File: src/hdl/acs_pkg.sv
// ----------------------------------------------------------------------------
// Alignment consensus scorer package
// Shared types, symbol codes and controller command/status structures.
// ----------------------------------------------------------------------------
package acs_pkg;

    // Raw byte codes of the recognized symbols.
    localparam logic [7:0] CH_A    = 8'h41;
    localparam logic [7:0] CH_C    = 8'h43;
    localparam logic [7:0] CH_G    = 8'h47;
    localparam logic [7:0] CH_T    = 8'h54;
    localparam logic [7:0] CH_DASH = 8'h2D;

    // Tally slots, which are also the bit positions of the consensus mask.
    localparam int NUM_SLOTS = 5;
    localparam logic [2:0] SLOT_A    = 3'd0;
    localparam logic [2:0] SLOT_C    = 3'd1;
    localparam logic [2:0] SLOT_G    = 3'd2;
    localparam logic [2:0] SLOT_T    = 3'd3;
    localparam logic [2:0] SLOT_DASH = 3'd4;

    // Fixed field widths.
    localparam int MASK_W  = 5;
    localparam int BYTE_W  = 8;
    localparam int F1_W    = 24;
    localparam int SCORE_W = 40;

    localparam logic [MASK_W-1:0] MASK_EMPTY = MASK_W'(1) << SLOT_DASH;

    typedef enum logic [2:0] {
        ST_COUNT,
        ST_MAX,
        ST_MASK,
        ST_DIV,
        ST_ACC,
        ST_EMIT
    } acs_state_t;

    typedef struct packed {
        logic count;
        logic load_max;
        logic load_mask;
        logic div_step;
        logic acc;
        logic emit;
    } acs_cmd_t;

    typedef struct packed {
        logic size_zero;
        logic div_last;
    } acs_status_t;

    // Tally slot of a raw byte; any unrecognized byte lands on the A slot.
    function automatic logic [2:0] sym_slot(input logic [7:0] b);
        logic [2:0] s;
        unique case (b)
            CH_C:    s = SLOT_C;
            CH_G:    s = SLOT_G;
            CH_T:    s = SLOT_T;
            CH_DASH: s = SLOT_DASH;
            default: s = SLOT_A;
        endcase
        return s;
    endfunction

    function automatic logic sym_is_other(input logic [7:0] b);
        return (b != CH_A) && (b != CH_C) && (b != CH_G) && (b != CH_T) && (b != CH_DASH);
    endfunction

endpackage

File: src/hdl/acs_item_if.sv
// ----------------------------------------------------------------------------
// Alignment consensus scorer input channel
// Valid/ready channel that carries one alignment symbol per item.
// ----------------------------------------------------------------------------
interface acs_item_if;
    logic       valid;
    logic       ready;
    logic [7:0] symbol;
    logic       symbol_valid;
    logic       column_end;
    logic       alignment_end;

    modport source (output valid, symbol, symbol_valid, column_end, alignment_end,
                    input ready);
    modport sink   (input valid, symbol, symbol_valid, column_end, alignment_end,
                    output ready);
endinterface

File: src/hdl/acs_result_if.sv
// ----------------------------------------------------------------------------
// Alignment consensus scorer result channel
// Valid/ready channel that carries one column result per item.
// ----------------------------------------------------------------------------
interface acs_result_if;
    logic        valid;
    logic        ready;
    logic [4:0]  consensus_mask;
    logic [7:0]  column_size;
    logic [7:0]  column_mismatch;
    logic [39:0] total_score;
    logic        score_valid;

    modport source (output valid, consensus_mask, column_size, column_mismatch,
                    total_score, score_valid, input ready);
    modport sink   (input valid, consensus_mask, column_size, column_mismatch,
                    total_score, score_valid, output ready);
endinterface

File: src/hdl/acs_ctrl.sv
// ----------------------------------------------------------------------------
// Alignment consensus scorer controller
// Sequences counting, column evaluation, division, accumulation and output.
// ----------------------------------------------------------------------------
module acs_ctrl (
    input  logic                 clk,
    input  logic                 rst_n,
    input  logic                 item_valid,
    input  logic                 column_end,
    input  logic                 result_ready,
    input  acs_pkg::acs_status_t status,
    output logic                 item_ready,
    output logic                 result_valid,
    output acs_pkg::acs_cmd_t    cmd
);
    import acs_pkg::*;

    acs_state_t state_reg;
    acs_state_t state_next;
    logic       out_valid_reg;
    logic       out_valid_next;
    logic       out_free;
    logic       item_fire;

    assign out_free  = !out_valid_reg || result_ready;
    assign item_fire = item_valid && (state_reg == ST_COUNT);

    always_comb
    begin
        state_next = state_reg;
        unique case (state_reg)
            ST_COUNT:
            begin
                if (item_fire && column_end)
                    state_next = ST_MAX;
            end
            ST_MAX:  state_next = ST_MASK;
            ST_MASK: state_next = status.size_zero ? ST_ACC : ST_DIV;
            ST_DIV:
            begin
                if (status.div_last)
                    state_next = ST_ACC;
            end
            ST_ACC:  state_next = ST_EMIT;
            ST_EMIT:
            begin
                if (out_free)
                    state_next = ST_COUNT;
            end
            default: state_next = ST_COUNT;
        endcase
    end

    always_comb
    begin
        cmd            = '0;
        item_ready     = 1'b0;
        unique case (state_reg)
            ST_COUNT:
            begin
                item_ready = 1'b1;
                cmd.count  = item_valid;
            end
            ST_MAX:  cmd.load_max  = 1'b1;
            ST_MASK: cmd.load_mask = 1'b1;
            ST_DIV:  cmd.div_step  = 1'b1;
            ST_ACC:  cmd.acc       = 1'b1;
            ST_EMIT: cmd.emit      = out_free;
            default: cmd           = '0;
        endcase
    end

    always_comb
    begin
        if (cmd.emit)
            out_valid_next = 1'b1;
        else if (result_ready)
            out_valid_next = 1'b0;
        else
            out_valid_next = out_valid_reg;
    end

    assign result_valid = out_valid_reg;

    always_ff @(posedge clk or negedge rst_n)
    begin
        if (!rst_n)
        begin
            state_reg     <= ST_COUNT;
            out_valid_reg <= 1'b0;
        end
        else
        begin
            state_reg     <= state_next;
            out_valid_reg <= out_valid_next;
        end
    end

endmodule

File: src/hdl/acs_datapath.sv
// ----------------------------------------------------------------------------
// Alignment consensus scorer datapath
// Tallies, consensus evaluation, restoring divider, score sums, result register.
// ----------------------------------------------------------------------------
module acs_datapath #(
    parameter int MAX_DEPTH = 255,
    parameter int FRAC_BITS = 16
) (
    input  logic                             clk,
    input  logic                             rst_n,
    input  acs_pkg::acs_cmd_t                cmd,
    input  logic [7:0]                       symbol,
    input  logic                             symbol_valid,
    input  logic                             alignment_end,
    output acs_pkg::acs_status_t             status,
    output logic [acs_pkg::MASK_W-1:0]       mask_out,
    output logic [acs_pkg::BYTE_W-1:0]       size_out,
    output logic [acs_pkg::BYTE_W-1:0]       mism_out,
    output logic [acs_pkg::SCORE_W-1:0]      score_out,
    output logic                             final_out
);
    import acs_pkg::*;

    localparam int CW    = $clog2(MAX_DEPTH + 1);
    localparam int F2_W  = FRAC_BITS + 17;
    localparam int Q_W   = FRAC_BITS + 1;
    localparam int DCW   = $clog2(FRAC_BITS + 1);
    localparam int SUM_W = F1_W + FRAC_BITS + 1;
    localparam int EXT_W = (SUM_W > SCORE_W) ? SUM_W : SCORE_W + 1;

    localparam logic [CW-1:0]      DEPTH_LIMIT = CW'(MAX_DEPTH);
    localparam logic [DCW-1:0]     DIV_LAST    = DCW'(FRAC_BITS);
    localparam logic [F1_W-1:0]    F1_MAX      = '1;
    localparam logic [F2_W-1:0]    F2_MAX      = '1;
    localparam logic [SCORE_W-1:0] SCORE_MAX   = '1;

    // Column tallies.
    logic [CW-1:0] cnt_reg [NUM_SLOTS];
    logic [CW-1:0] other_reg;
    logic [CW-1:0] size_reg;
    logic          aln_end_reg;

    // Evaluation and divider state.
    logic [CW-1:0]     max_reg;
    logic [MASK_W-1:0] mask_reg;
    logic [CW-1:0]     mism_reg;
    logic [CW:0]       rem_reg;
    logic [Q_W-1:0]    quo_reg;
    logic [DCW-1:0]    dcnt_reg;

    // Alignment sums.
    logic [F1_W-1:0] f1_reg;
    logic [F2_W-1:0] f2_reg;

    logic [2:0]        slot;
    logic              is_other;
    logic              take;
    logic [CW-1:0]     max01;
    logic [CW-1:0]     max23;
    logic [CW-1:0]     max03;
    logic [CW-1:0]     max_next;
    logic [MASK_W-1:0] mask_next;
    logic [CW+2:0]     miss_sum;
    logic [CW-1:0]     mism_next;
    logic [CW:0]       trial;
    logic              ge;
    logic [F1_W:0]     f1_sum;
    logic [F2_W:0]     f2_sum;
    logic [EXT_W-1:0]  score_ext;
    logic [SCORE_W-1:0] score_sat;

    assign slot     = sym_slot(symbol);
    assign is_other = sym_is_other(symbol);
    assign take     = cmd.count && symbol_valid && (size_reg < DEPTH_LIMIT);

    always_ff @(posedge clk or negedge rst_n)
    begin
        if (!rst_n)
        begin
            for (int i = 0; i < NUM_SLOTS; i++)
                cnt_reg[i] <= '0;
            other_reg   <= '0;
            size_reg    <= '0;
            aln_end_reg <= 1'b0;
        end
        else if (cmd.emit)
        begin
            for (int i = 0; i < NUM_SLOTS; i++)
                cnt_reg[i] <= '0;
            other_reg <= '0;
            size_reg  <= '0;
        end
        else if (cmd.count)
        begin
            aln_end_reg <= alignment_end;
            if (take)
            begin
                for (int i = 0; i < NUM_SLOTS; i++)
                begin
                    if (slot == 3'(i))
                        cnt_reg[i] <= cnt_reg[i] + CW'(1);
                end
                if (is_other)
                    other_reg <= other_reg + CW'(1);
                size_reg <= size_reg + CW'(1);
            end
        end
    end

    // Column maximum through a small compare tree.
    always_comb
    begin
        max01    = (cnt_reg[0] > cnt_reg[1]) ? cnt_reg[0] : cnt_reg[1];
        max23    = (cnt_reg[2] > cnt_reg[3]) ? cnt_reg[2] : cnt_reg[3];
        max03    = (max01 > max23) ? max01 : max23;
        max_next = (max03 > cnt_reg[4]) ? max03 : cnt_reg[4];
    end

    // Mask of tied maxima; mismatches are the tallies outside the mask plus
    // the unrecognized bytes, which never match even when A is in the mask.
    always_comb
    begin
        miss_sum  = '0;
        mask_next = '0;
        for (int i = 0; i < NUM_SLOTS; i++)
        begin
            if (cnt_reg[i] == max_reg)
                mask_next[i] = 1'b1;
            else
                miss_sum = miss_sum + (CW+3)'(cnt_reg[i]);
        end
        if (mask_next[SLOT_A])
            miss_sum = miss_sum + (CW+3)'(other_reg);
        mism_next = CW'(miss_sum);
        if (size_reg == '0)
        begin
            mask_next = MASK_EMPTY;
            mism_next = '0;
        end
    end

    // Restoring divider: first step compares the mismatch count itself,
    // the remaining FRAC_BITS steps shift the remainder left.
    assign trial = (dcnt_reg == '0) ? rem_reg : {rem_reg[CW-1:0], 1'b0};
    assign ge    = (trial >= {1'b0, size_reg});

    always_ff @(posedge clk)
    begin
        if (cmd.load_max)
            max_reg <= max_next;
        if (cmd.load_mask)
        begin
            mask_reg <= mask_next;
            mism_reg <= mism_next;
            rem_reg  <= {1'b0, mism_next};
            quo_reg  <= '0;
            dcnt_reg <= '0;
        end
        else if (cmd.div_step)
        begin
            rem_reg  <= ge ? (trial - {1'b0, size_reg}) : trial;
            quo_reg  <= {quo_reg[Q_W-2:0], ge};
            dcnt_reg <= dcnt_reg + DCW'(1);
        end
    end

    assign status.size_zero = (size_reg == '0);
    assign status.div_last  = (dcnt_reg == DIV_LAST);

    assign f1_sum = {1'b0, f1_reg} + (F1_W+1)'(mism_reg);
    assign f2_sum = {1'b0, f2_reg} + (F2_W+1)'(quo_reg);

    // Final score: (F1 scaled to fixed point plus F2) halved, then saturated.
    assign score_ext = ((EXT_W'(f1_reg) << FRAC_BITS) + EXT_W'(f2_reg)) >> 1;
    assign score_sat = (|score_ext[EXT_W-1:SCORE_W]) ? SCORE_MAX : score_ext[SCORE_W-1:0];

    always_ff @(posedge clk or negedge rst_n)
    begin
        if (!rst_n)
        begin
            f1_reg <= '0;
            f2_reg <= '0;
        end
        else if (cmd.acc)
        begin
            f1_reg <= f1_sum[F1_W] ? F1_MAX : f1_sum[F1_W-1:0];
            f2_reg <= f2_sum[F2_W] ? F2_MAX : f2_sum[F2_W-1:0];
        end
        else if (cmd.emit && aln_end_reg)
        begin
            f1_reg <= '0;
            f2_reg <= '0;
        end
    end

    always_ff @(posedge clk)
    begin
        if (cmd.emit)
        begin
            mask_out  <= mask_reg;
            size_out  <= BYTE_W'(size_reg);
            mism_out  <= BYTE_W'(mism_reg);
            score_out <= aln_end_reg ? score_sat : '0;
            final_out <= aln_end_reg;
        end
    end

endmodule

File: src/hdl/alignment_consensus_scorer_top.sv
// ----------------------------------------------------------------------------
// Alignment consensus scorer top level
// Counts alignment symbols per column and reports consensus and score.
// ----------------------------------------------------------------------------
// Throughput: one symbol item per cycle within a column; the item that closes
// a column is followed by evaluation (maximum, mask, the one-bit-per-cycle
// restoring divider of FRAC_BITS + 1 steps, accumulation, output) before the
// next item is taken. The column result is registered once the evaluation
// ends and the result register is free; an empty column skips the divider.
// Reset (rst_n, asynchronous, active low) clears tallies, sums and the FSM.
// ----------------------------------------------------------------------------
module alignment_consensus_scorer_top #(
    parameter int MAX_DEPTH = 255,
    parameter int FRAC_BITS = 16
) (
    input  logic          clk,
    input  logic          rst_n,
    acs_item_if.sink      items,
    acs_result_if.source  results
);
    import acs_pkg::*;

    // Commands from the controller and status back from the datapath.
    acs_cmd_t    cmd;
    acs_status_t status;

    logic [MASK_W-1:0]  mask_out;
    logic [BYTE_W-1:0]  size_out;
    logic [BYTE_W-1:0]  mism_out;
    logic [SCORE_W-1:0] score_out;
    logic               final_out;

    // The controller accepts symbol items only while counting. When a column
    // closes it steps through maximum search, mask evaluation, division and
    // accumulation, then loads the result register once it is free.
    acs_ctrl u_ctrl (
        .clk          (clk),
        .rst_n        (rst_n),
        .item_valid   (items.valid),
        .column_end   (items.column_end),
        .result_ready (results.ready),
        .status       (status),
        .item_ready   (items.ready),
        .result_valid (results.valid),
        .cmd          (cmd)
    );

    // The datapath holds the tallies, the divider and the alignment sums,
    // and the registered result that stays stable while it waits.
    acs_datapath #(
        .MAX_DEPTH (MAX_DEPTH),
        .FRAC_BITS (FRAC_BITS)
    ) u_datapath (
        .clk           (clk),
        .rst_n         (rst_n),
        .cmd           (cmd),
        .symbol        (items.symbol),
        .symbol_valid  (items.symbol_valid),
        .alignment_end (items.alignment_end),
        .status        (status),
        .mask_out      (mask_out),
        .size_out      (size_out),
        .mism_out      (mism_out),
        .score_out     (score_out),
        .final_out     (final_out)
    );

    assign results.consensus_mask  = mask_out;
    assign results.column_size     = size_out;
    assign results.column_mismatch = mism_out;
    assign results.total_score     = score_out;
    assign results.score_valid     = final_out;

endmodule
File: src/flat_wrapper.sv
// flat-port wrapper written by rule: the top's interface ports become plain ports
module alignment_consensus_scorer_top_flat import acs_pkg::*;
#(
    parameter int MAX_DEPTH = 255,
    parameter int FRAC_BITS = 16
)
  (clk, rst_n, items_valid, items_symbol, items_symbol_valid, items_column_end, items_alignment_end, items_ready, results_valid, results_consensus_mask, results_column_size, results_column_mismatch, results_total_score, results_score_valid, results_ready);
  acs_item_if items_i ();
  acs_result_if results_i ();
  input  logic clk;
  input  logic rst_n;
  input wire logic [$bits(items_i.valid)-1:0] items_valid;
  input wire logic [$bits(items_i.symbol)-1:0] items_symbol;
  input wire logic [$bits(items_i.symbol_valid)-1:0] items_symbol_valid;
  input wire logic [$bits(items_i.column_end)-1:0] items_column_end;
  input wire logic [$bits(items_i.alignment_end)-1:0] items_alignment_end;
  output wire logic [$bits(items_i.ready)-1:0] items_ready;
  output wire logic [$bits(results_i.valid)-1:0] results_valid;
  output wire logic [$bits(results_i.consensus_mask)-1:0] results_consensus_mask;
  output wire logic [$bits(results_i.column_size)-1:0] results_column_size;
  output wire logic [$bits(results_i.column_mismatch)-1:0] results_column_mismatch;
  output wire logic [$bits(results_i.total_score)-1:0] results_total_score;
  output wire logic [$bits(results_i.score_valid)-1:0] results_score_valid;
  input wire logic [$bits(results_i.ready)-1:0] results_ready;
  assign items_i.valid = items_valid;
  assign items_i.symbol = items_symbol;
  assign items_i.symbol_valid = items_symbol_valid;
  assign items_i.column_end = items_column_end;
  assign items_i.alignment_end = items_alignment_end;
  assign items_ready = items_i.ready;
  assign results_valid = results_i.valid;
  assign results_consensus_mask = results_i.consensus_mask;
  assign results_column_size = results_i.column_size;
  assign results_column_mismatch = results_i.column_mismatch;
  assign results_total_score = results_i.total_score;
  assign results_score_valid = results_i.score_valid;
  assign results_i.ready = results_ready;
  alignment_consensus_scorer_top #(.MAX_DEPTH(MAX_DEPTH), .FRAC_BITS(FRAC_BITS)) u_core (.clk(clk), .rst_n(rst_n), .items(items_i), .results(results_i));
endmodule
File: config.mk
export PLATFORM = sky130hd
export DESIGN_NAME = alignment_consensus_scorer_top_flat
export DESIGN_NICKNAME = d
export VERILOG_FILES = /design/src/hdl/acs_pkg.sv /design/src/hdl/acs_item_if.sv /design/src/hdl/acs_result_if.sv /design/src/hdl/acs_ctrl.sv /design/src/hdl/acs_datapath.sv /design/src/hdl/alignment_consensus_scorer_top.sv /design/src/flat_wrapper.sv
export SDC_FILE = /design/constraint.sdc
export NUM_CORES = 1
export LEC_CHECK = 0
export BUFFER_PORTS_ARGS = -buffer_cell sky130_fd_sc_hd__buf_2
export CORE_ASPECT_RATIO = 1.25
export CORE_UTILIZATION = 60
export CTS_CLUSTER_SIZE = 16
export DETAILED_ROUTE_END_ITERATION = 8
export GPL_TIMING_DRIVEN = 0
export PLACE_DENSITY = 0.78
export REMOVE_ABC_BUFFERS = 1
export SLEW_MARGIN = 20
export SYNTH_ARGS = -nofsm -noshare
export SYNTH_HDL_FRONTEND = slang
export SYNTH_SLANG_ARGS = --single-unit
File: constraint.sdc
create_clock -name clk -period 8.5 [get_ports clk]
set_input_delay 0.85 -clock clk [delete_from_list [all_inputs] [get_ports clk]]
set_output_delay 0.85 -clock clk [all_outputs]
set_load 0.02 [all_outputs]
==> impl_metrics.json, run 1 <==
{
  "setup_viol": 0,
  "floorplan.die_area_um2": 27800,
  "synth_area_per_cell_um2": 9.315,
  "drive_gt1_share_pct": 13.05,
  "track_usage_pct": 29.67,
  "core_area_um2": 26740,
  "synth_area_leaders": "dfrtp_1, edfxtp_1, ha_1",
  "yosysSeqAreaShare_pct": 37.75,
  "slew_headroom_pct": 29.74,
  "path_max_fanout": 7,
  "wl_per_cell_um": 19.02,
  "switching_share_pct": 44.51,
  "grt_pass1_wl_um": 65490,
  "first_global_vias": 13300,
  "ys_warn_count": 0,
  "fin_skew_ps": 28.28,
  "dpl.hpwl_um": 29690,
  "clock_path_buffers": 3,
  "hold_class": "input port to async pin",
  "routed_wl_um": 41100,
  "fp.dieW_um": 149.3,
  "ctsHoldBuffers": 0,
  "cpPeakStageDelay_ps": 580,
  "layout_common_cells": "nor2_1, nand2_1, ha_1, a21oi_1, inv_1",
  "async_flop_share_pct": 50.86,
  "internal-power_w": 0.003992,
  "crit_type": "register to register",
  "required_ps": 8790,
  "drtIter0Drc": 767,
  "finalInstanceArea_um2": 17950,
  "leakage_nw": 7.794,
  "synth_cell_type_count": 88,
  "wl_met1_um": 15430,
  "nets": 1948,
  "hold_viol": 0,
  "cts_tree": "built",
  "ant_nets": 0,
  "status": "finished, final reports clean",
  "period_needed_ps": 8144,
  "numCtsBuffers": 24,
  "power.total_w": 0.007194,
  "drtPass1Iterations": 5,
  "crit_start": "u_core.u_datapath.cnt_reg[37]",
  "antenna_found_initial": 0,
  "p_per_area_nw_per_um2": 400.8,
  "tightest_slew_ps": 1051,
  "fmax_mhz": 122.8,
  "r2r_start": "u_core.u_datapath.cnt_reg[37]",
  "ios": 79,
  "drc": 0,
  "area_growth_syn_to_layout_pct": 10.24,
  "place_area_um2": 16910,
  "cp_data_arrival_time_ps": 8430,
  "route.vias.total": 13560,
  "p_sw_w": 0.003202,
  "pwr-share-comb_pct": 57.6,
  "rows": 67,
  "drv_slew": 0,
  "dr.max_layer_used": "met4",
  "clockRootBuffer": "clkbuf_16",
  "setup_ws_ps": 356.3,
  "wl_met2_um": 21520,
  "synth_area_um2": 16280,
  "grt_overflow": 0,
  "cts_max_level": 1,
  "cts.reportedPaths.clkPinSlew_ps": 60,
  "fin_crit_sh_pct": 95.81,
  "synth-edff-count": 91,
  "power_frac_seq_pct": 27.6,
  "drv_cap": 0,
  "final_common_cell": "nor2_1",
  "gp_congestion": 0.9513,
  "cpMaxStageDelayCell": "or4_4",
  "p_clk_share_pct": 14.8,
  "routed_via_density": 6.273,
  "synth_seq_cells": 232,
  "ir_worst_vdd_uv": 433.6,
  "synth_top_area_share_pct": 18.14,
  "grt_max_degree": 77,
  "post-place-ws_ps": -584.5,
  "wl_met3_um": 1666,
  "yosys.area.top_type": "dfrtp_1",
  "end_kind": "register",
  "ys.flop_type": "dfrtp_1",
  "port_buffers": 78,
  "netlist_instances": 1748,
  "diodes": 0,
  "initial_core_util_pct": 60.89,
  "insertion_delay_ps": 540,
  "cts_sinks": 232,
  "start_kind": "register",
  "die_h_um": 186.2
}
## cell families after synthesis
group | count (synthesis) | share of synthesized area, %
XOR/XNOR | 138 | 7.508
AND/OR/NAND/NOR | 575 | 18.01
AO/OA/AOI/OAI | 415 | 17.12
buffers and inverters | 190 | 4.657
adder cells (fa/ha/maj) | 135 | 10.79
multiplexers | 63 | 4.165
flip-flops | 232 | 37.75
## repair_timing
action,CTS,global route
gates cloned,0,0
setup endpoints to repair,2,2
resized for setup,6,20
setup buffers,5,15
pin swaps,3,5
## power by group through the flow
stage / Combinational, W / Clock (W) / Sequential (W)
finish: 0.00414 / 0.00106 / 0.00199
global placement: 0.00377 / 0 / 0.00200
floorplan: 0.00308 / 0 / 0.00188
CTS: 0.00400 / 0.00108 / 0.00200
global route: 0.00459 / 0.00112 / 0.00202
detailed placement: 0.00393 / 0 / 0.00202
## stage by stage
stage          hold WS [ps]  cells  utilization [%]  setup TNS (ps)
2_1_floorplan         400.3   1670                -               0
3_3_place_gp          403.3   2093            62.70          -876.6
3_5_place_dp          406.5   2097            63.22           -1097
4_1_cts               300.3   2146            66.39               0
5_1_grt               330.1   2161            67.12          -57.18
6_report              290.8   2161            67.12               0
## per-layer routing
| metal | up-vias | global-route usage [%] |
|---|---|---|
| met5 | - | 0 |
| met4 | 0 | 19.02 |
| met3 | 133 | 2.878 |
| met2 | 427 | 55.31 |
| met1 | 6553 | 31.90 |
| li1 | 6442 | - |
## worst max-delay path, delay by kind of cell (launching register included)
| kind | cells | cell delay, ps |
|---|---|---|
| adders and majority gates | 6 | 1760 |
| and+or+nand+nor | 10 | 2160 |
| muxes | 1 | 170 |
| xor gates and xnor gates | 5 | 1090 |
| DFF | 1 | 480 |
| buffers and inverters | 3 | 230 |
| AOI/OAI and AO/OA | 10 | 2010 |
## worst paths after layout
kind,to,slack [ps],depth (start not counted)
max reg2reg,u_core.u_datapath.rem_reg[7],360,35
min,u_core.u_datapath.aln_end_reg,290,1
min in group clk,u_core.u_datapath.mask_out[2],420,0
max,u_core.u_datapath.rem_reg[7],360,35
max in group asynchronous,u_core.u_datapath.cnt_reg[36],7400,2
min reg2reg,u_core.u_datapath.mask_out[2],420,0
## synthesized netlist by cell type (10+ instances only)
master and n:
a211oi_1 20, a21o_1 24, a21oi_1 115, a31oi_1 39, and2_1 43, and3_1 27, buf_2 24, clkbuf_1 48
dfrtp_1 118, dfxtp_1 23, edfxtp_1 91, ha_1 126, inv_1 111, mux2_2 31, mux2i_1 30, nand2_1 128
nand2b_1 14, nand3_1 64, nand4_1 31, nor2_1 128, nor2b_1 24, nor3_1 42, nor4_1 10, o211ai_1 11
o21a_1 20, o21ai_0 73, o21bai_1 10, o31ai_1 11, or3_1 15, xnor2_1 86, xor2_1 51
## final cells by class
class | count | area, µm²
multi-input cells | 1326 | 9508
fillers | 2083 | 8793
flip-flops and latches | 232 | 6156
clock buffers | 39 | 708.2
repair buffers | 102 | 644.4
well taps | 345 | 431.7
inverters | 112 | 425.4
clock inverters | 5 | 75.07
Note: power is estimated with default switching activity, not from simulation.
==> run 2: changes to the inputs <==
CTS_BUF_LIST = sky130_fd_sc_hd__clkbuf_16   (was unset)
==> run 2 against run 1 <==
Compared with the run above:
- setup slack improved by 13 ps
- clock-buffer cell count decreased by 14
- combinational power about the same
- largest cell class unchanged
==> impl_metrics.json, run 2 (same netlist as run 1, synthesis figures left out) <==
{
  "place_area_um2": 16910,
  "area_growth_syn_to_layout_pct": 10.05,
  "wl_per_cell_um": 18.96,
  "gr-usage-met3_pct": 2.951,
  "status": "finished, final reports clean",
  "drc": 0,
  "clock_path_buffers": 3,
  "cts.reportedPaths.clkPinSlew_ps": 60,
  "layout_common_cells": "nor2_1, nand2_1, ha_1, inv_1, a21oi_1",
  "antenna_found_initial": 0,
  "cts_sinks": 232,
  "crit_type": "register to register",
  "fin_skew_ps": 27.07,
  "floorplan.die_area_um2": 27800,
  "die_h_um": 186.2,
  "drv_cap": 0,
  "power.total_w": 0.007149,
  "crit_family": "simple AND/OR/NAND/NOR gates",
  "internal-power_w": 0.003951,
  "fp.dieW_um": 149.3,
  "route.vias.total": 13520,
  "routed_wl_um": 40980,
  "insertion_delay_ps": 530,
  "cpPeakStageDelay_ps": 580,
  "core_area_um2": 26740,
  "post-place-ws_ps": -584.5,
  "fmax_mhz": 123.0,
  "rows": 67,
  "grt_pass1_wl_um": 65340,
  "pwr-share-comb_pct": 57.9,
  "setup_viol": 0,
  "cp_data_arrival_time_ps": 8420,
  "clockRootBuffer": "clkbuf_16",
  "finalInstanceArea_um2": 17920,
  "tightest_slew_ps": 1047,
  "switching_share_pct": 44.73,
  "final_util_pct": 67.01,
  "fin_crit_sh_pct": 95.65,
  "first_global_vias": 13310,
  "p_clk_share_pct": 14.3,
  "drive_gt1_share_pct": 12.89,
  "grt_overflow": 0,
  "ir_worst_vdd_uv": 431.3,
  "drtIter0Drc": 783,
  "worst-path-buf-inv": 3,
  "track_usage_pct": 29.59,
  "required_ps": 8790,
  "ios": 79,
  "routed_via_density": 6.256,
  "grt.busiest_layer": "met2",
  "power_frac_seq_pct": 27.8,
  "hold_class": "input port to async pin",
  "grt_use_met2_pct": 55.13,
  "p_sw_w": 0.003198,
  "hold_viol": 0,
  "gp_congestion": 0.9513,
  "grt_max_degree": 77,
  "slew_headroom_pct": 30.00,
  "ctsHoldBuffers": 0,
  "cts_max_level": 1,
  "setup_ws_ps": 369.8,
  "cts_tree": "built",
  "p_per_area_nw_per_um2": 399.0,
  "drtPass1Iterations": 5,
  "start_kind": "register",
  "path_max_fanout": 7,
  "grt.met1_usage_pct": 31.75,
  "dpl.hpwl_um": 29690,
  "final_common_cell": "nor2_1",
  "end_kind": "register",
  "cpMaxStageDelayCell": "or4_4",
  "leakage_nw": 7.822,
  "numCtsBuffers": 24,
  "diodes": 0,
  "period_needed_ps": 8130,
  "ant_nets": 0,
  "rrSetupSlack_ps": 370,
  "nets": 1948,
  "initial_core_util_pct": 60.89,
  "drv_slew": 0,
  "port_buffers": 78
}
## run 2: power groups by stage
stage / logic [W] / clock network, W / registers (W)
5_1_grt: 0.00459 / 0.00107 / 0.00202
2_1_floorplan: 0.00308 / 0 / 0.00188
4_1_cts: 0.00400 / 0.00103 / 0.00200
3_3_place_gp: 0.00377 / 0 / 0.00200
3_5_place_dp: 0.00393 / 0 / 0.00202
6_report: 0.00414 / 0.00102 / 0.00198
## run 2: metal layers
layer  part of all wire [%]  vias up
li1                       -     6445
met1                     38     6562
met2                     52      377
met3                    4.0      136
met4                    6.1        0
met5                      0        -
## run 2: through the flow
step	instances	hold slack (ps)	TNS (ps)
final	2161	294.3	0
after CTS	2146	300.7	0
after floorplan	1670	400.3	0
after global placement	2093	403.3	-876.6
after detailed placement	2097	406.5	-1097
after global routing	2161	329.8	-56.65
## run 2: cell type report
| class | instances | area (µm²) |
|---|---|---|
| clock buffer | 25 | 625.6 |
| timing repair buffer | 102 | 644.4 |
| sequential | 232 | 6156 |
| fill | 2085 | 8823 |
| multi-input combinational | 1326 | 9508 |
| tap | 345 | 431.7 |
| clock inverter | 19 | 127.6 |
| inverter | 112 | 425.4 |
## run 2: timing repair
item | 4_1_cts | 5_1_grt
gates cloned | 0 | 0
pin swaps | 3 | 5
endpoints found under the setup margin | 2 | 2
gates resized for setup | 6 | 20
buffers inserted | 5 | 15
## run 2: worst paths after layout
path                                                from                            end  cells past startpoint
min                                                rst_n  u_core.u_datapath.aln_end_reg                      1
max                        u_core.u_datapath.cnt_reg[37]   u_core.u_datapath.rem_reg[7]                     35
max reg2reg                u_core.u_datapath.cnt_reg[37]   u_core.u_datapath.rem_reg[7]                     35
min in group clk           u_core.u_datapath.mask_reg[2]  u_core.u_datapath.mask_out[2]                      0
max in group asynchronous                          rst_n  u_core.u_datapath.cnt_reg[36]                      2
min reg2reg                u_core.u_datapath.mask_reg[2]  u_core.u_datapath.mask_out[2]                      0
## run 2: worst register-to-register path: cells and delay by family, from the launching register on
family / cells / cell delay, ps
simple gates: 11 / 2370
fa+ha+maj: 6 / 1800
compound gates: 9 / 1730
xor+xnor: 5 / 1110
flops: 1 / 480
buf+inv: 3 / 230
mux: 1 / 170
